===== src/rtl/core/peer_discovery_handshake_core_macros.svh =====
// Assertion macros for the peer discovery handshake core.
// Included by the RTL files that carry concurrent assertions.
`ifndef PEER_DISCOVERY_HANDSHAKE_CORE_MACROS_SVH
`define PEER_DISCOVERY_HANDSHAKE_CORE_MACROS_SVH
`ifndef NO_ASSERTIONS
// Check a property at every rising clock edge outside reset.
`define PDH_ASSERT(label, clk, rst, prop) \
  label: assert property (@(posedge clk) disable iff (rst) prop) \
    else $error("pdh assertion failed");
// Check a property at every rising clock edge, reset included.
`define PDH_ASSERT_ALWAYS(label, clk, prop) \
  label: assert property (@(posedge clk) prop) \
    else $error("pdh assertion failed");
`else
`define PDH_ASSERT(label, clk, rst, prop)
`define PDH_ASSERT_ALWAYS(label, clk, prop)
`endif
`endif


===== src/rtl/core/pdh_pkg.sv =====
// Shared types and constants for the peer discovery handshake core.
// No dependencies; used by peer_discovery_handshake_core.
package pdh_pkg;

  localparam int TIME_BITS_DEF = 32;

  typedef enum logic [1:0] {
    PH_PING    = 2'd0,
    PH_VERSION = 2'd1,
    PH_STATUS  = 2'd2,
    PH_IDLE    = 2'd3
  } phase_t;

  typedef enum logic [1:0] {
    H_OFFLINE     = 2'd0,
    H_DISCOVERING = 2'd1,
    H_READY       = 2'd2,
    H_DEGRADED    = 2'd3
  } health_t;

  typedef enum logic [2:0] {
    E_NONE       = 3'd0,
    E_WRITE      = 3'd1,
    E_PEER       = 3'd2,
    E_UNEXPECTED = 3'd3,
    E_VERSION    = 3'd4,
    E_TIMEOUT    = 3'd5,
    E_MALFORMED  = 3'd6
  } err_t;

  typedef enum logic [1:0] {
    REQ_BEGIN     = 2'd0,
    REQ_FRAME     = 2'd1,
    REQ_PARSE_ERR = 2'd2,
    REQ_TICK      = 2'd3
  } req_t;

  localparam logic [2:0] CMD_ACK   = 3'd3;
  localparam logic [2:0] CMD_DATA  = 3'd4;
  localparam logic [2:0] CMD_ERROR = 3'd5;

  localparam logic [7:0] LEN_MIN     = 8'd2;
  localparam logic [7:0] LEN_PING    = 8'd2;
  localparam logic [7:0] LEN_VERSION = 8'd5;
  localparam logic [7:0] LEN_STATUS  = 8'd4;

  localparam int CFG_IDX_BITS = 3;
  localparam logic [CFG_IDX_BITS-1:0] CFG_TIMEOUT    = 3'd0;
  localparam logic [CFG_IDX_BITS-1:0] CFG_MAX_ATT    = 3'd1;
  localparam logic [CFG_IDX_BITS-1:0] CFG_HEARTBEAT  = 3'd2;
  localparam logic [CFG_IDX_BITS-1:0] CFG_REDISCOVER = 3'd3;
  localparam logic [CFG_IDX_BITS-1:0] CFG_EXP_VER    = 3'd4;

  localparam logic [15:0] TIMEOUT_RST    = 16'd100;
  localparam logic [7:0]  MAX_ATT_RST    = 8'd3;
  localparam logic [31:0] HEARTBEAT_RST  = 32'd1000;
  localparam logic [31:0] REDISCOVER_RST = 32'd5000;
  localparam logic [7:0]  EXP_VER_RST    = 8'd1;

  typedef struct packed {
    logic [1:0]  req_type;
    logic [31:0] now_ms;
    logic        write_ok;
    logic [2:0]  frame_cmd;
    logic [7:0]  payload_len;
    logic [7:0]  echo_req;
    logic [7:0]  peer_version;
    logic [7:0]  payload_b2;
    logic [7:0]  payload_b3;
    logic [7:0]  payload_b4;
  } in_word_t;

  typedef struct packed {
    logic        send_valid;
    logic [1:0]  send_cmd;
    logic [1:0]  health;
    logic [2:0]  last_error;
    logic [7:0]  proto_version;
    logic [7:0]  fw_major;
    logic [7:0]  fw_minor;
    logic [7:0]  fw_patch;
    logic [7:0]  ready_bits;
    logic [7:0]  supported_bits;
    logic [31:0] failure_count;
    logic [31:0] discovery_count;
  } out_word_t;

endpackage


===== src/rtl/core/peer_discovery_handshake_core.sv =====
// Master side of the peer discovery handshake: ping, get-version, get-status.
// Depends on pdh_pkg and peer_discovery_handshake_core_macros.svh.
//
// Usage:
//   in_valid/in_ready carry one event word (begin, decoded frame, parse error
//   or tick) with its millisecond timestamp and the write-accepted flag.
//   out_valid/out_ready carry exactly one result word per event: the request
//   sent on that event (if any) plus health, last error, version fields,
//   masks and the failure and discovery counters after the event.
//   cfg_we/cfg_idx/cfg_wdata write the five settings with no wait; write them
//   only while no event is in flight. Unknown indexes are ignored.
// Timing:
//   out_valid rises from the result register: one input register, then the state
//   update and result register in the same cycle, held while out_ready is low.
//   Throughput is one event per cycle while out_ready is high; the update is a
//   few compares and two time subtracts between input and result registers.
// Reset (rst, synchronous): settings return to defaults, link offline, phase
//   idle, counters and captured fields zero, both stages empty.
// Stall: while out_ready is low the result holds; one more event may sit in
//   the input register, after which in_ready drops until the result is taken.
module peer_discovery_handshake_core #(
  parameter int TIME_BITS = pdh_pkg::TIME_BITS_DEF
) (
  input  logic                                clk,
  input  logic                                rst,
  input  logic                                in_valid,
  output logic                                in_ready,
  input  pdh_pkg::in_word_t                   in_data,
  output logic                                out_valid,
  input  logic                                out_ready,
  output pdh_pkg::out_word_t                  out_data,
  input  logic                                cfg_we,
  input  logic [pdh_pkg::CFG_IDX_BITS-1:0]    cfg_idx,
  input  logic [31:0]                         cfg_wdata
);
  import pdh_pkg::*;
  `include "peer_discovery_handshake_core_macros.svh"

  // Compare width covering both the elapsed time and 32-bit intervals.
  localparam int CW = (TIME_BITS > 32) ? TIME_BITS : 32;

  // settings
  logic [15:0] timeout_ms;
  logic [7:0]  max_attempts;
  logic [31:0] heartbeat_ms;
  logic [31:0] rediscover_ms;
  logic [7:0]  exp_version;

  // input stage
  in_word_t s1;
  logic     s1_valid;
  logic     adv;
  logic     s1_fire;

  // block state
  phase_t               phase, phase_next;
  logic [7:0]           attempt_count, attempt_count_next;
  logic [TIME_BITS-1:0] req_start, req_start_next;
  logic [TIME_BITS-1:0] last_act, last_act_next;
  health_t              health, health_next;
  err_t                 error, error_next;
  logic [7:0]           proto_ver, proto_ver_next;
  logic [7:0]           fw_major, fw_major_next;
  logic [7:0]           fw_minor, fw_minor_next;
  logic [7:0]           fw_patch, fw_patch_next;
  logic [7:0]           ready_mask, ready_mask_next;
  logic [7:0]           supp_mask, supp_mask_next;
  logic [31:0]          fail_cnt, fail_cnt_next;
  logic [31:0]          disc_cnt, disc_cnt_next;

  // step decode
  logic [TIME_BITS-1:0] now_t;
  logic [TIME_BITS-1:0] rsp_elapsed;
  logic [TIME_BITS-1:0] idle_elapsed;
  logic [31:0]          idle_interval;
  logic                 rsp_expired;
  logic                 idle_expired;
  logic                 issue_req;
  phase_t               issue_ph;
  logic                 issue_fresh;
  logic                 fail;
  err_t                 fail_err;
  logic                 sent;
  phase_t               sent_ph;

  assign adv      = !out_valid || out_ready;
  assign s1_fire  = s1_valid && adv;
  assign in_ready = !s1_valid || adv;

  always_ff @(posedge clk) begin
    if (rst) begin
      timeout_ms    <= TIMEOUT_RST;
      max_attempts  <= MAX_ATT_RST;
      heartbeat_ms  <= HEARTBEAT_RST;
      rediscover_ms <= REDISCOVER_RST;
      exp_version   <= EXP_VER_RST;
    end else if (cfg_we) begin
      case (cfg_idx)
        CFG_TIMEOUT:    timeout_ms    <= cfg_wdata[15:0];
        CFG_MAX_ATT:    max_attempts  <= cfg_wdata[7:0];
        CFG_HEARTBEAT:  heartbeat_ms  <= cfg_wdata;
        CFG_REDISCOVER: rediscover_ms <= cfg_wdata;
        CFG_EXP_VER:    exp_version   <= cfg_wdata[7:0];
        default: ;
      endcase
    end
  end

  always_ff @(posedge clk) begin
    if (rst) begin
      s1_valid <= 1'b0;
    end else if (in_valid && in_ready) begin
      s1_valid <= 1'b1;
    end else if (s1_fire) begin
      s1_valid <= 1'b0;
    end
  end

  always_ff @(posedge clk) begin
    if (in_valid && in_ready) begin
      s1 <= in_data;
    end
  end

  assign now_t         = TIME_BITS'(s1.now_ms);
  assign rsp_elapsed   = now_t - req_start;
  assign idle_elapsed  = now_t - last_act;
  assign idle_interval = (health == H_OFFLINE) ? rediscover_ms : heartbeat_ms;
  assign rsp_expired   = CW'(rsp_elapsed) >= CW'(timeout_ms);
  assign idle_expired  = CW'(idle_elapsed) >= CW'(idle_interval);

  always_comb begin
    phase_next         = phase;
    attempt_count_next = attempt_count;
    req_start_next     = req_start;
    last_act_next      = last_act;
    health_next        = health;
    error_next         = error;
    proto_ver_next     = proto_ver;
    fw_major_next      = fw_major;
    fw_minor_next      = fw_minor;
    fw_patch_next      = fw_patch;
    ready_mask_next    = ready_mask;
    supp_mask_next     = supp_mask;
    fail_cnt_next      = fail_cnt;
    disc_cnt_next      = disc_cnt;
    issue_req          = 1'b0;
    issue_ph           = PH_PING;
    issue_fresh        = 1'b0;
    fail               = 1'b0;
    fail_err           = E_NONE;
    sent               = 1'b0;
    sent_ph            = PH_PING;

    case (req_t'(s1.req_type))
      REQ_BEGIN: begin
        health_next = H_DISCOVERING;
        error_next  = E_NONE;
        issue_req   = 1'b1;
        issue_ph    = PH_PING;
        issue_fresh = 1'b1;
      end
      REQ_FRAME: begin
        // Peer error wins over every other check.
        if (s1.frame_cmd == CMD_ERROR) begin
          fail     = 1'b1;
          fail_err = E_PEER;
        end else if (phase == PH_IDLE || s1.payload_len < LEN_MIN ||
                     s1.echo_req != 8'(phase)) begin
          fail     = 1'b1;
          fail_err = E_UNEXPECTED;
        end else if (s1.peer_version != exp_version) begin
          fail     = 1'b1;
          fail_err = E_VERSION;
        end else begin
          case (phase)
            PH_PING: begin
              if (s1.frame_cmd != CMD_ACK || s1.payload_len != LEN_PING) begin
                fail     = 1'b1;
                fail_err = E_UNEXPECTED;
              end else begin
                issue_req   = 1'b1;
                issue_ph    = PH_VERSION;
                issue_fresh = 1'b1;
              end
            end
            PH_VERSION: begin
              if (s1.frame_cmd != CMD_DATA || s1.payload_len != LEN_VERSION) begin
                fail     = 1'b1;
                fail_err = E_UNEXPECTED;
              end else begin
                proto_ver_next = s1.peer_version;
                fw_major_next  = s1.payload_b2;
                fw_minor_next  = s1.payload_b3;
                fw_patch_next  = s1.payload_b4;
                issue_req      = 1'b1;
                issue_ph       = PH_STATUS;
                issue_fresh    = 1'b1;
              end
            end
            default: begin
              if (s1.frame_cmd != CMD_DATA || s1.payload_len != LEN_STATUS) begin
                fail     = 1'b1;
                fail_err = E_UNEXPECTED;
              end else begin
                ready_mask_next    = s1.payload_b2;
                supp_mask_next     = s1.payload_b3;
                health_next        = H_READY;
                error_next         = E_NONE;
                disc_cnt_next      = disc_cnt + 32'd1;
                phase_next         = PH_IDLE;
                attempt_count_next = '0;
                last_act_next      = now_t;
              end
            end
          endcase
        end
      end
      REQ_PARSE_ERR: begin
        error_next = E_MALFORMED;
        if (health == H_READY) begin
          health_next = H_DEGRADED;
        end
      end
      default: begin
        if (phase != PH_IDLE) begin
          if (rsp_expired) begin
            if (attempt_count < max_attempts) begin
              attempt_count_next = attempt_count + 8'd1;
              issue_req          = 1'b1;
              issue_ph           = phase;
            end else begin
              fail     = 1'b1;
              fail_err = E_TIMEOUT;
            end
          end
        end else if (idle_expired) begin
          if (health == H_OFFLINE) begin
            health_next = H_DISCOVERING;
          end
          issue_req   = 1'b1;
          issue_ph    = PH_PING;
          issue_fresh = 1'b1;
        end
      end
    endcase

    // Send the request, or fail the link when the write is refused.
    if (issue_req) begin
      if (!s1.write_ok) begin
        fail     = 1'b1;
        fail_err = E_WRITE;
      end else begin
        sent           = 1'b1;
        sent_ph        = issue_ph;
        phase_next     = issue_ph;
        req_start_next = now_t;
        last_act_next  = now_t;
        if (issue_fresh) begin
          attempt_count_next = 8'd1;
        end
      end
    end

    if (fail) begin
      health_next        = H_OFFLINE;
      error_next         = fail_err;
      fail_cnt_next      = fail_cnt + 32'd1;
      phase_next         = PH_IDLE;
      attempt_count_next = '0;
      last_act_next      = now_t;
    end
  end

  always_ff @(posedge clk) begin
    if (rst) begin
      phase         <= PH_IDLE;
      attempt_count <= '0;
      req_start     <= '0;
      last_act      <= '0;
      health        <= H_OFFLINE;
      error         <= E_NONE;
      proto_ver     <= '0;
      fw_major      <= '0;
      fw_minor      <= '0;
      fw_patch      <= '0;
      ready_mask    <= '0;
      supp_mask     <= '0;
      fail_cnt      <= '0;
      disc_cnt      <= '0;
    end else if (s1_fire) begin
      phase         <= phase_next;
      attempt_count <= attempt_count_next;
      req_start     <= req_start_next;
      last_act      <= last_act_next;
      health        <= health_next;
      error         <= error_next;
      proto_ver     <= proto_ver_next;
      fw_major      <= fw_major_next;
      fw_minor      <= fw_minor_next;
      fw_patch      <= fw_patch_next;
      ready_mask    <= ready_mask_next;
      supp_mask     <= supp_mask_next;
      fail_cnt      <= fail_cnt_next;
      disc_cnt      <= disc_cnt_next;
    end
  end

  always_ff @(posedge clk) begin
    if (rst) begin
      out_valid <= 1'b0;
    end else if (s1_fire) begin
      out_valid <= 1'b1;
    end else if (out_ready) begin
      out_valid <= 1'b0;
    end
  end

  always_ff @(posedge clk) begin
    if (s1_fire) begin
      out_data.send_valid      <= sent;
      out_data.send_cmd        <= sent ? 2'(sent_ph) : 2'd0;
      out_data.health          <= health_next;
      out_data.last_error      <= error_next;
      out_data.proto_version   <= proto_ver_next;
      out_data.fw_major        <= fw_major_next;
      out_data.fw_minor        <= fw_minor_next;
      out_data.fw_patch        <= fw_patch_next;
      out_data.ready_bits      <= ready_mask_next;
      out_data.supported_bits  <= supp_mask_next;
      out_data.failure_count   <= fail_cnt_next;
      out_data.discovery_count <= disc_cnt_next;
    end
  end

  // Idle phase never carries a live attempt count.
  `PDH_ASSERT(a_idle_no_attempts, clk, rst, (phase != PH_IDLE) || (attempt_count == 8'd0))
  // A request in flight implies the link is not offline.
  `PDH_ASSERT(a_busy_not_offline, clk, rst, (phase == PH_IDLE) || (health != H_OFFLINE))
  // A sent request is never reported with the link offline.
  `PDH_ASSERT(a_send_online, clk, rst, (out_valid && out_data.send_valid) |-> (out_data.health != H_OFFLINE))
  // Failure counter moves by one at most, and only when an event retires.
  `PDH_ASSERT(a_fail_step, clk, rst, ##1 ((fail_cnt == $past(fail_cnt)) || ($past(s1_fire) && (fail_cnt == $past(fail_cnt) + 32'd1))))
  // Input backpressure only when the input stage is full and blocked.
  `PDH_ASSERT(a_ready_stall, clk, rst, !in_ready |-> (s1_valid && out_valid && !out_ready))

endmodule


===== config.mk =====
export PLATFORM = sky130hd
export DESIGN_NAME = peer_discovery_handshake_core
export DESIGN_NICKNAME = d
export VERILOG_FILES = /design/src/rtl/core/pdh_pkg.sv /design/src/rtl/core/peer_discovery_handshake_core.sv
export VERILOG_INCLUDE_DIRS = /design/src /design/src/rtl/core
export SDC_FILE = /design/constraint.sdc
export NUM_CORES = 1
export LEC_CHECK = 0
export BUFFER_PORTS_ARGS = -buffer_cell sky130_fd_sc_hd__buf_2
export CAP_MARGIN = 5
export CORE_MARGIN = 4
export CORE_UTILIZATION = 45
export CTS_CLUSTER_SIZE = 24
export DETAILED_ROUTE_END_ITERATION = 16
export PLACE_DENSITY = 0.68
export SETUP_SLACK_MARGIN = 0.05
export SLEW_MARGIN = 20
export SYNTH_ARGS = -nofsm -noshare
export SYNTH_HDL_FRONTEND = slang
export SYNTH_SLANG_ARGS = --single-unit
export TNS_END_PERCENT = 30

===== constraint.sdc =====
create_clock -name clk -period 8.15 [get_ports clk]
set_clock_uncertainty 0.1 [all_clocks]
set_input_delay 0.815 -clock clk [delete_from_list [all_inputs] [get_ports clk]]
set_output_delay 0.815 -clock clk [all_outputs]
set_load 0.03 [all_outputs]

==> flow_results.org, run 1 <==
** Clock tree
- Quantity of gates resized following cts :: 0
- For this design, the CTS-stage hold fixing added 0 buffers.
- CTS tree :: built
- Number of buffers between clock root and the deepest sink :: 3
- CTS Root Cell :: clkbuf_16
- Clock tree sinks :: around 500
- Buffers inserted during clock tree synthesis total 53.
- After clock tree synthesis, the clock-pin slew on the worst setup and hold paths is ~0.060 ns.
- Level count of the clock H-tree :: 2
- # Post-CTS Setup Buffers :: 0
- The later pin in the worst-skew pair is clocked with a latency of between 0.6 and 0.7 ns.

** Logic synthesis
- Most used standard cells in the synthesized netlist :: nand2_1 (483), dfxtp_1 (289), nor2_1 (260)
- Post-synth top flop :: dfxtp_1
- Synth Net Count :: slightly below 3,000
- The synthesized design contains approximately 500 register bits.
- For this run, asynchronously set or reset flops after synthesis account for 0.
- Area share of the largest cell type after synthesis :: 0.2474
- Of the synthesized area, sequential elements account for 0.4789.
- Dominant cell type by area after synthesis :: edfxtp_1
- Dividing the synthesized area by the synthesized cell count gives around 9.2 um2.
- EDFF count, synth :: 206
- Count of cell types in the netlist :: between 80 and 90
- During synthesis, Yosys emitted a total of 0 warnings.
- Summing every instance area after synthesis gives 25,000 um2.
- Leading cell type by number of instances after synthesis :: nand2_1
- Cells taking the most area after synthesis :: edfxtp_1 (25%), dfxtp_1 (23%), nand2_1 (7.3%), ha_1 (6.0%), mux2i_1 (4.2%)
- In the synthesized netlist, the number of instances is 2,703.

** Die
- Row generation in the floorplan step produced 86 rows.
- In this run the standard cell core region covers approximately 55,000 um2.
- 248 I/O pins were placed.
- Floorplan die height :: around 240 um
- The die covers approximately 59,000 um2.
- In this run the horizontal extent of the chip is roughly 240 um.
- The initial utilization of the core area, before any placement, comes to 0.4538.

** Global route
- Across every metal layer, demand over resource in global routing totals 0.2126.
- Wire length of the first global-routing pass :: approximately 100 mm
- Number of global-route vias before repair :: 19,960
- Maximum number of pins on one net before global-route repair :: 125
- Antenna violations before repair :: 5
- The total overflow left after global routing is 0.

** Worst setup path
- Largest fanout on the critical path :: 21
- CP Data Arrival Time :: 7.92 ns
- Required arrival time at the worst endpoint :: around 8.6 ns
- Kind of end point of the critical path :: flop
- The critical path is of the flop to flop type.
- STA classifies the critical path startpoint as a flop.

** Place
- Port buffer count :: ~250
- Summing all placed instances gives a cell area of 26,940 um2.
- Post-placement cell count :: approximately 3,600
- The congestion estimate from routability-driven global placement came to slightly below 0.9.
- Prior to clock tree synthesis, the placed netlist has a worst setup slack of about 0.74 ns.
- Final HPWL from detailed placement :: approximately 46 mm

** Finish
- In the final layout, the multi-input gates occupy ~12,000 um2.
- Across the whole layout, storage elements account for 11,970 um2.
- In the final layout, the share of cells above drive strength 1 is 0.1429.
- For this run, the post-layout net count is between 3,000 and 4,000.
- Number of fillers in the final layout :: 5,007
- After the flow finishes, the layout carries non-filler instances totaling 3,701.
- Cell area after layout :: slightly below 30,000 um2
- Relative to the synthesized area, the layout overhead comes to 15.65%.

** STA
- After layout, the minimum clock period comes to between 7 and 8 ns.
- Final Max Slew Viols :: 0
- In this run the tightest slew margin relative to its limit is 0.2618.
- Unrepaired setup endpoints after global routing :: false
- Number of hold-slack violations in the final timing report :: 0
- Fin crit share :: 0.9235
- Post-Route Setup TNS :: 0 ns
- Setup violations remaining at the end of the flow were counted as 0.
- Post-route setup slack :: between 0.6 and 0.7 ns
- Derived from the worst setup path, the maximum achievable clock frequency is between 100 and 150 MHz.
- Slew at the pin closest to its max-slew limit :: 1.103 ns

** Power
- Power spread over the standard cell area amounts to between 200 and 250 nW/um2.
- Total leakage power :: ~11 nW
- The worst-case IR drop observed on VDD is between 0.0001 and 0.00015 V.

** Routing
- After the first detailed-routing iteration, the DRC count stood at ~1,400.
- In this run the remaining antenna-violating nets after routing total 0.
- The routed layout has 20,290 vias.
- The first detailed-routing pass took 8 iterations.
- Routed len/inst :: 17.55 um
- DRC violation count after routing :: 0
- In the routed layout, each cell is associated on average with a via count of approximately 5.5.
- Wire length reported by the detailed router :: between 60 and 70 mm

** Min path
- Class of the tightest hold or removal check :: primary input to flop

** Outcome
- Outcome :: complete, no violations

** Job
- The tool flagged a number of max-cap violations equal to 0.
-- worst paths after layout --
path	from	depth (start not counted)	to	slack, ns
min	in_data[44]	1	s1[44]	0.25
min reg2reg	heartbeat_ms[10]	2	heartbeat_ms[10]	0.35
max reg2reg	now_t[0]	27	fail_cnt[10]	0.62
max	now_t[0]	27	fail_cnt[10]	0.62
-- layout make-up --
cell class | count | area share
flip-flops and latches | 495 | 0.4141
repair buffers | 272 | 0.05128
inverters | 114 | 0.01497
clock inverters | 30 | 0.01618
clock buffers | 69 | 0.05037
well taps | 748 | 0.03237
diodes | 6 | 0.0005193
multi-input cells | 1967 | 0.4202
-- layout by cell type (no fill, tap or decap), drive strengths merged, types with 7 or more instances in the layout --
cell type / netlist / final
nand2: 483 / 483
dfxtp: 289 / 289
buf: 27 / 272
nor2: 261 / 261
a21oi: 209 / 209
edfxtp: 206 / 206
ha: 120 / 120
inv: 114 / 115
mux2i: 106 / 106
xor2: 79 / 79
nor3: 74 / 74
o21ai: 72 / 72
clkbuf: 100 / 69
xnor2: 63 / 63
nand3: 51 / 51
nor2b: 40 / 40
a21o: 34 / 34
nor4: 30 / 30
and3: 28 / 28
nand4: 25 / 25
mux2: 25 / 25
or3: 22 / 22
nand2b: 20 / 20
nand3b: 16 / 16
or4: 16 / 16
clkinv: 0 / 16
a211oi: 15 / 15
o21a: 14 / 14
a211o: 13 / 13
o211ai: 12 / 12
a31oi: 12 / 12
and2: 12 / 12
a21boi: 12 / 12
o31ai: 10 / 10
bufinv: 0 / 10
o21bai: 8 / 8
a2111oi: 7 / 7
or2: 7 / 7
-- where the power goes --
| group | leakage, nW | switching (mW) | internal (mW) | total (mW) |
|---|---|---|---|---|
| Sequential | 4.28 | 0.0577 | 2.68 | 2.73 |
| Combinational | 6.21 | 0.521 | 0.304 | 0.825 |
| Clock | 0.936 | 1.03 | 1.59 | 2.62 |
-- worst max-delay path, cell delays in order, from the launching register on --
cell and delay (ns):
edfxtp_1 0.42, inv_1 0.11, ha_1 0.17, inv_1 0.06, fa_1 0.39, a21o_1 0.19
a2111oi_0 0.74, o21ai_0 0.27, a311oi_1 0.44, o21ai_0 0.15, nor4b_1 0.18, o2111ai_1 0.22
nand3_1 0.11, o41ai_1 0.45, o21bai_1 0.11, a21oi_1 0.19, xnor2_1 0.15, ha_1 0.26
o211ai_1 0.09, o21ai_0 0.15, nor4_1 0.37, buf_4 0.20, o21ba_2 0.19, nand3_1 0.31
a21oi_4 0.69, buf_4 0.29, nor4_1 0.07, mux2_2 0.31
-- registers in the layout, summed over array words and instances (netlist names), 3 cells and up --
register,count
proto_ver,8
fail_cnt,32
out_data,120
fw_minor,8
s1,54
timeout_ms,16
ready_mask,8
error,3
heartbeat_ms,32
disc_cnt,32
fw_patch,8
attempt_count,8
last_act,32
supp_mask,8
max_attempts,8
now_t,32
rediscover_ms,32
fw_major,8
req_start,32
exp_version,8
-- metrics by stage --
step	hold slack, ns	power [mW]	util
6_report	0.2550	6.180	0.5248
5_1_grt	0.2335	6.438	0.5248
4_1_cts	0.2181	6.233	0.5238
3_5_place_dp	0.3462	3.603	0.4889
3_3_place_gp	0.3408	3.577	0.4889
2_1_floorplan	0.3329	3.353	-
-- routing by layer --
layer  vias to the layer above  routed length [um]  track usage
li1                       9851                   -            -
met3                       118                3321      0.02917
met2                       554               31620       0.3657
met1                      9762               27990       0.2751
met5                         -                   0            0
met4                         0                2011      0.07595
-- cell families (layout without fill, tap and decap cells) --
kind of cell | Yosys count | after routing | synth area share
and+or+nand+nor | 1103 | 1103 | 0.1993
muxes | 131 | 131 | 0.05370
other | 0 | 6 | 0
buffers and inverters | 241 | 485 | 0.03789
xor gates and xnor gates | 142 | 142 | 0.04975
DFF | 495 | 495 | 0.4789
AOI/OAI and AO/OA | 469 | 469 | 0.1189
adders and majority gates | 122 | 122 | 0.06166
No activity file was read; power rests on OpenSTA's default activity.
==> run 2, diff against run 1 <==
Clock period 8.15 ns to 8.6 ns, I/O delays scaled along.
==> flow_results.org, run 2 (synthesized netlist as in run 1, its figures left out) <==
** Clock tree
- The number of levels the H-tree was split into was 2 (unchanged).
- Clock-pin transition on the worst setup and hold timing paths :: 0.07 ns (about the same)
- The post-CTS setup-driven buffer insertion count came to 0 (unchanged).
- CTS buffer count :: 52 (-1.9%)
- Clock tree sinks :: 495 (unchanged)
- Quantity of gates resized following cts :: 0 (unchanged)
- The hold buffer count at cts is 0 (unchanged).
- The maximum buffer depth of the clock tree is 3 (unchanged).
- CTS tree :: built
- Clock tree synthesis selected as its root buffer the cell clkbuf_16.
- The insertion delay of the later-clocked pin in the worst-skew pair came to 0.63 ns (about the same).

** Place
- The weighted congestion at the end of routability-driven global placement is 0.8918 (+0.42%).
- Post-placement cell count :: 3,591 (-0.11%)
- Final HPWL from detailed placement :: 46.57 mm (+0.80%)
- The worst slack after detailed placement was 0.7587 ns (+0.02106 ns).
- The quantity of I/O buffers inserted on ports is 247 (unchanged).

** STA
- The setup TNS after final layout came to 0 ns (unchanged).
- Post-route setup slack :: 0.7538 ns (+0.1303 ns)
- The part of the cycle the worst path needs was 0.9123 (-0.01114).
- Final Max Slew Viols :: 0 (unchanged)
- The maximum frequency from static timing analysis is 127.5 MHz (-4.1%).
- Number of hold-slack violations in the final timing report :: 0 (unchanged)
- The transition time of the tightest slew-check pin is 1.075 ns (-0.02799 ns).
- Number of setup violations in the final report :: 0 (unchanged)
- The worst max-slew margin expressed relative to the limit was 0.2831 (+0.02138).
- Unrepaired setup endpoints after global routing :: false
- Post-layout min period :: 7.846 ns (+0.3197 ns)

** Power
- Pwr Density :: 200.5 nW/um2 (-6.2%)
- The combinational power share was 0.135 (about the same).
- The peak ir drop on the vdd network was 0.0001552 V (+6.1%).
- The cell leakage power was 11.37 nW (-0.52%).
- The net switching power was 1.538 mW (-4.6%).
- Switching Share :: 0.2661 (+0.005353)
- Clock power share :: 0.417 (-0.007)
- The relative contribution of sequential cells to total power came to 0.449 (+0.007).
- Internal power :: 4.241 mW (-7.2%)

** Worst setup path
- Most repeated library cell on the critical path :: o21ai_0
- The minimum setup slack among reg-to-reg paths is 0.75 ns (+0.13 ns).
- On the critical path, the stage with the largest delay is an instance of a2111oi_0.
- The worst register-to-register path ends at out_data[63].
- Reg2reg start :: now_t[0]
- CP Launch Type :: flop
- The top fanout value on the critical path is 41 (+95%).
- Required arrival time at the worst endpoint :: 8.82 ns (+0.27 ns)
- Register-to-Register Path Depth :: 26 (-3.7%)
- Source of the critical timing path :: now_t[0]
- The worst setup path is captured at a flop.
- The largest stage delay on the critical path was 0.73 ns (about the same).
- The worst setup path is of the flop to flop kind.
- Grouping stages by cell kind, the critical path spends the most delay in compound AO/OA/AOI/OAI gates.
- The data arrival time of the critical path is 8.07 ns (+0.15 ns).
- The worst path buffer plus inverter count came to 3 (-1).

** Min path
- In this run the most critical hold path is launched from in_data[7].
- Hold EP :: s1[7]
- Class of the tightest hold or removal check :: primary input to flop
- Number of cells traversed by the worst hold path :: 1 (unchanged)

** Finish
- The share of cells above drive strength 1 came to 0.1425 (-0.0003886).
- Final layout net count :: 3,145 (-0.19%)
- Top flop regs :: out_data: 120 flops, s1: 54 flops
- Number of non-filler instances in the completed layout :: 3,697 (-0.11%)
- out_data holds more flip-flops than any other register.
- The area growth from synthesis to layout is 15.25%.
- Leaving out fill and tap cells, the most frequent cell in the layout is nand2_1.
- Flip-flop count of the largest register, all copies and words added :: 120 (unchanged)
- In the layout the commonest cells are nand2_1 (483), dfxtp_1 (289), nor2_1 (257).

** Routing
- The remaining antenna violation count is 0 (unchanged).
- DRC violation count after routing :: 0 (unchanged)
- The number of vias per cell after detailed routing was 5.506 (+0.46%).
- Routed len/inst :: 17.66 um (+0.62%)
- The via total after detailed routing came to 20,360 (+0.35%).
- The initial DRC count came to 1,674 (+17%).
- The detailed-router iteration count before antenna repair was 6 (-2).
- The routed wire length was 65.28 mm (+0.51%).

** Global route
- All-layer global routing usage :: 0.2115 (-0.001077)
- The number of global-route vias before repair was 19,910 (-0.25%).
- The wire length of the first global-routing pass was 103.6 mm (-0.81%).
- Gr ovfl total :: 0 (unchanged)
- The initial antenna violation count was 7 (+2).
- Maximum number of pins on one net before global-route repair :: 131 (+4.8%)

** Die
- Total I/O pin count :: 248 (unchanged)
- Total Die Area :: 59,390 um2 (unchanged)
- The effective utilization at floorplan is 0.4538 (unchanged).
- The width of the die came to 243.7 um (unchanged).
- Floorplan die height :: 243.7 um (unchanged)
- The number of placement rows came to 86 (unchanged).
- Area of the core region :: 55,090 um2 (unchanged)

** Outcome
- The flow ran to the end, and the final reports show no timing, DRC or antenna violations.

** Job
- Number of maximum-capacitance constraint violations :: 0 (unchanged)
## run 2: cell count changes in the layout (fill, tap and decap cells not counted), moves of 2 or more
cell,delta
buf_4,-2
bufinv_16,-5
clkbuf_1,-3
clkbuf_16,+3
clkinv_2,-2
clkinvlp_4,+3
diode_2,+2
## run 2: layout make-up
type / count / area [um2]
Antenna cell: 8 / 20.02
Clock buffer: 70 / 1534
Clock inverter: 28 / 356.6
Fill cell: 5037 / 26280
Inverter: 114 / 432.9
Multi-Input combinational cell: 1967 / 12150
Sequential cell: 495 / 11970
Tap cell: 748 / 935.9
Timing Repair Buffer: 267 / 1409
## run 2: through the flow
stage	power [mW]	cell area [um2]	hold WS, ns	util
after floorplan	3.177	25000	0.3329	-
final	5.778	28810	0.2994	0.5230
after detailed placement	3.409	26890	0.3468	0.4881
after global routing	6.015	28810	0.2636	0.5229
after global placement	3.385	26890	0.3396	0.4881
after CTS	5.830	28780	0.2577	0.5225
## run 2: power by group through the flow
stage	combinational (mW)	sequential [mW]	clock, mW
3_3_place_gp	0.745	2.64	0
6_report	0.777	2.59	2.41
2_1_floorplan	0.495	2.68	0
3_5_place_dp	0.766	2.64	0
4_1_cts	0.773	2.59	2.47
5_1_grt	0.857	2.60	2.56
## run 2: worst max-delay path by stage
stage,slack (ns),end,depth (start not counted)
after global routing,0.21,out_data[51],26
after global placement,1.12,out_data[63],26
after CTS,0.72,out_data[55],26
final,0.75,out_data[63],26
after floorplan,2.73,out_data[33],26
after detailed placement,0.76,out_data[55],26
## run 2: routing by layer
metal,up-vias,GRT usage,share of wire,wire (um)
li1,9847,-,-,-
met1,9725,0.2716,0.42,27550
met2,664,0.3614,0.48,31550
met3,120,0.03379,0.059,3884
met4,0,0.07831,0.035,2296
met5,-,0,0,0
==> run 3, diff against run 2 <==
Settings changed: CORE_ASPECT_RATIO set to 1.5, REMOVE_ABC_BUFFERS set to 1.
==> flow_results.org, run 3 (synthesized netlist as in run 1, its figures left out) <==
** Die
- Total I/O pin count :: 248 (unchanged)
- The number of placement rows came to 105 (+22%).
- The die footprint was 59,470 um2 (+0.13%).
- Die extent in x :: 200.5 um (-18%)
- Effective utilization at floorplan :: 0.4553 (+0.001468)
- Floorplan die height :: 296.7 um (+22%)
- Area of the core region :: 54,920 um2 (-0.32%)

** Power
- The cell leakage power is 11.26 nW (-0.98%).
- The fraction of power spent switching nets was 0.2642 (-0.001887).
- The areal power density over the cells was 195.8 nW/um2 (-2.4%).
- Clock power share :: 0.399 (-0.018)
- The cell-internal power came to 4.107 mW (-3.1%).
- The overall power of the completed layout is 5.582 mW (-3.4%).
- The net switching power came to 1.475 mW (-4.1%).
- The combinational power share is 0.138 (+0.003).
- Part of the total power dissipated in sequential elements :: 0.463 (+0.014)
- Worst VDD drop :: 0.0001408 V (-9.3%)

** Routing
- Vias after detailed routing :: 19,950 (-2.0%)
- Antenna viol nets, final :: 0 (unchanged)
- The routed wire length was 63.88 mm (-2.2%).
- Iteration-0 DRC Markers :: 990 (-41%)
- Mean number of vias per cell :: 5.500 (-0.11%)
- DRC violation count after routing :: 0 (unchanged)
- The detailed-router iteration count before antenna repair came to 5 (-1).
- The mean routed wirelength per cell was 17.61 um (-0.26%).

** STA
- The count of final max-slew check failures was 0 (unchanged).
- WHS :: 0.3395 ns (+0.04008 ns)
- The worst max-slew margin expressed relative to the limit was 0.2897 (+0.006588).
- Post-route setup slack :: 0.8407 ns (+0.08692 ns)
- Number of setup violations in the final report :: 0 (unchanged)
- Setup repair after global routing left no endpoint under its margin.
- Number of hold-slack violations in the final timing report :: 0 (unchanged)
- Slew at the pin closest to its max-slew limit :: 1.065 ns (-0.009882 ns)
- The final critical path time including I/O delays and setup was 7.759 ns (-0.08692 ns).
- The part of the cycle the worst path needs came to 0.9022 (-0.01011).
- Upper clock frequency limit :: 128.9 MHz (+1.1%)

** Clock tree
- The number of clock sinks seen by CTS came to 495 (unchanged).
- The tree is rooted in a clkbuf_16.
- Level count of the clock H-tree :: 2 (unchanged)
- # Post-CTS Setup Buffers :: 0 (unchanged)
- # hold bufs at CTS :: 0 (unchanged)
- The TritonCTS buffer count came to 49 (-5.8%).
- CTS tree :: built
- The number of instances resized during post-cts repair is 0 (unchanged).
- Clock-pin transition on the worst setup and hold timing paths :: 0.06 ns (about the same)
- The maximum buffer depth of the clock tree was 3 (unchanged).
- The insertion delay of the later-clocked pin in the worst-skew pair is 0.59 ns (-0.04 ns).

** Min path
- The path class of the tightest hold or removal check is primary input to flop.
- The cell depth of the worst hold path came to 1 (unchanged).

** Finish
- Most common cell after layout, fill and taps aside :: nand2_1
- From synthesis to final layout, the design area changed by 14.04%.
- In the final layout, the registers with the most flip-flops are out_data: 120 flops, s1: 54 flops.
- More flip-flops sit in one register than any other, and that register is out_data.
- Most used cells in the layout excluding fill and tap cells :: nand2_1 (483), dfxtp_1 (289), nor2_1 (258)
- The number of flip-flops under the largest register name came to 120 (unchanged).
- The utilization after layout came to 0.5192 (-0.003821).
- Share of cells above drive strength 1 :: 0.1389 (-0.003561)
- The number of nets in the layout came to 3,137 (-0.25%).
- Number of non-filler instances in the completed layout :: 3,627 (-1.9%)

** Worst setup path
- Largest fanout on the critical path :: 56 (+37%)
- Required arrival time at the worst endpoint :: 8.82 ns (about the same)
- Type of the setup path with the least slack :: flop to flop
- The path depth of the worst reg2reg path was 26 (unchanged).
- The data arrival time of the critical path was 7.98 ns (-0.09 ns).
- CP Launch Type :: flop
- STA classifies the critical path endpoint as a flop.

** Global route
- The overall track demand over capacity in global routing is 0.2059 (-0.005659).
- Maximum number of pins on one net before global-route repair :: 165 (+26%)
- Wire length of the first global-routing pass :: 101.1 mm (-2.4%)
- The initial antenna violation count is 4 (-3).
- The sum of overflow across all layers after global routing was 0 (unchanged).
- Number of global-route vias before repair :: 19,810 (-0.48%)

** Place
- Final HPWL from detailed placement :: 45.86 mm (-1.5%)
- Post-placement cell count :: 3,533 (-1.6%)
- The weighted congestion at the end of routability-driven global placement came to 0.9089 (+1.9%).
- The quantity of I/O buffers inserted on ports came to 247 (unchanged).
- The worst slack after detailed placement came to 0.8885 ns (+0.1299 ns).

** Outcome
- Outcome :: complete, no violations

** Job
- The max-cap violation count came to 0 (unchanged).
[run 3: layer usage]
layer / vias up / GRT usage / part of all wire
li1: 9827 / - / -
met3: 156 / 0.03413 / 0.051
met4: 4 / 0.08752 / 0.040
met5: - / 0 / 0.00034
met1: 9409 / 0.2251 / 0.38
met2: 553 / 0.3939 / 0.52
[run 3: worst paths after layout]
check | slack, ns | startpoint | endpoint
setup / recovery | 0.84 | now_t[0] | out_data[63]
hold / removal | 0.34 | in_data[0] | s1[0]
setup reg to reg | 0.84 | now_t[0] | out_data[63]
hold reg to reg | 0.36 | rediscover_ms[19] | rediscover_ms[19]
[run 3: final cells by class]
class	instances	area (um2)
flip-flops and latches	495	11970
clock buffers	62	1335
diodes	2	5.005
multi-input cells	1967	12170
well taps	695	869.6
inverters	114	432.9
repair buffers	262	1384
clock inverters	30	345.3
fillers	4969	26410
[run 3: power groups by stage]
stage	clock network (mW)	registers, mW	logic [mW]
after floorplan	0	2.68	0.470
after global placement	0	2.63	0.743
after detailed placement	0	2.64	0.766
after CTS	2.29	2.59	0.770
after global routing	2.38	2.59	0.852
final	2.23	2.59	0.770
[run 3: stage by stage]
step	area, um2	setup TNS (ns)
floorplan	24480	-42.53
global placement	26810	0
detailed placement	26810	0
CTS	28490	0
global route	28510	0
finish	28510	0
[run 3: worst max-delay path, stage by stage (launching register included)]
cell and delay (ns):
edfxtp_1 0.41, inv_1 0.10, ha_1 0.17, inv_1 0.05, fa_1 0.39, a21o_1 0.19
a2111oi_0 0.74, o21ai_0 0.27, a311oi_1 0.44, o21ai_0 0.22, nor4b_1 0.22, o2111ai_1 0.22
nand3_1 0.15, o41ai_1 0.51, o21bai_1 0.14, a21oi_1 0.20, xnor2_1 0.15, ha_1 0.27
o211ai_1 0.08, o21ai_0 0.21, nor4_1 0.45, o21ba_2 0.26, nand3_1 0.30, a21oi_4 0.59
buf_12 0.30, nor4b_1 0.12, xor2_1 0.18
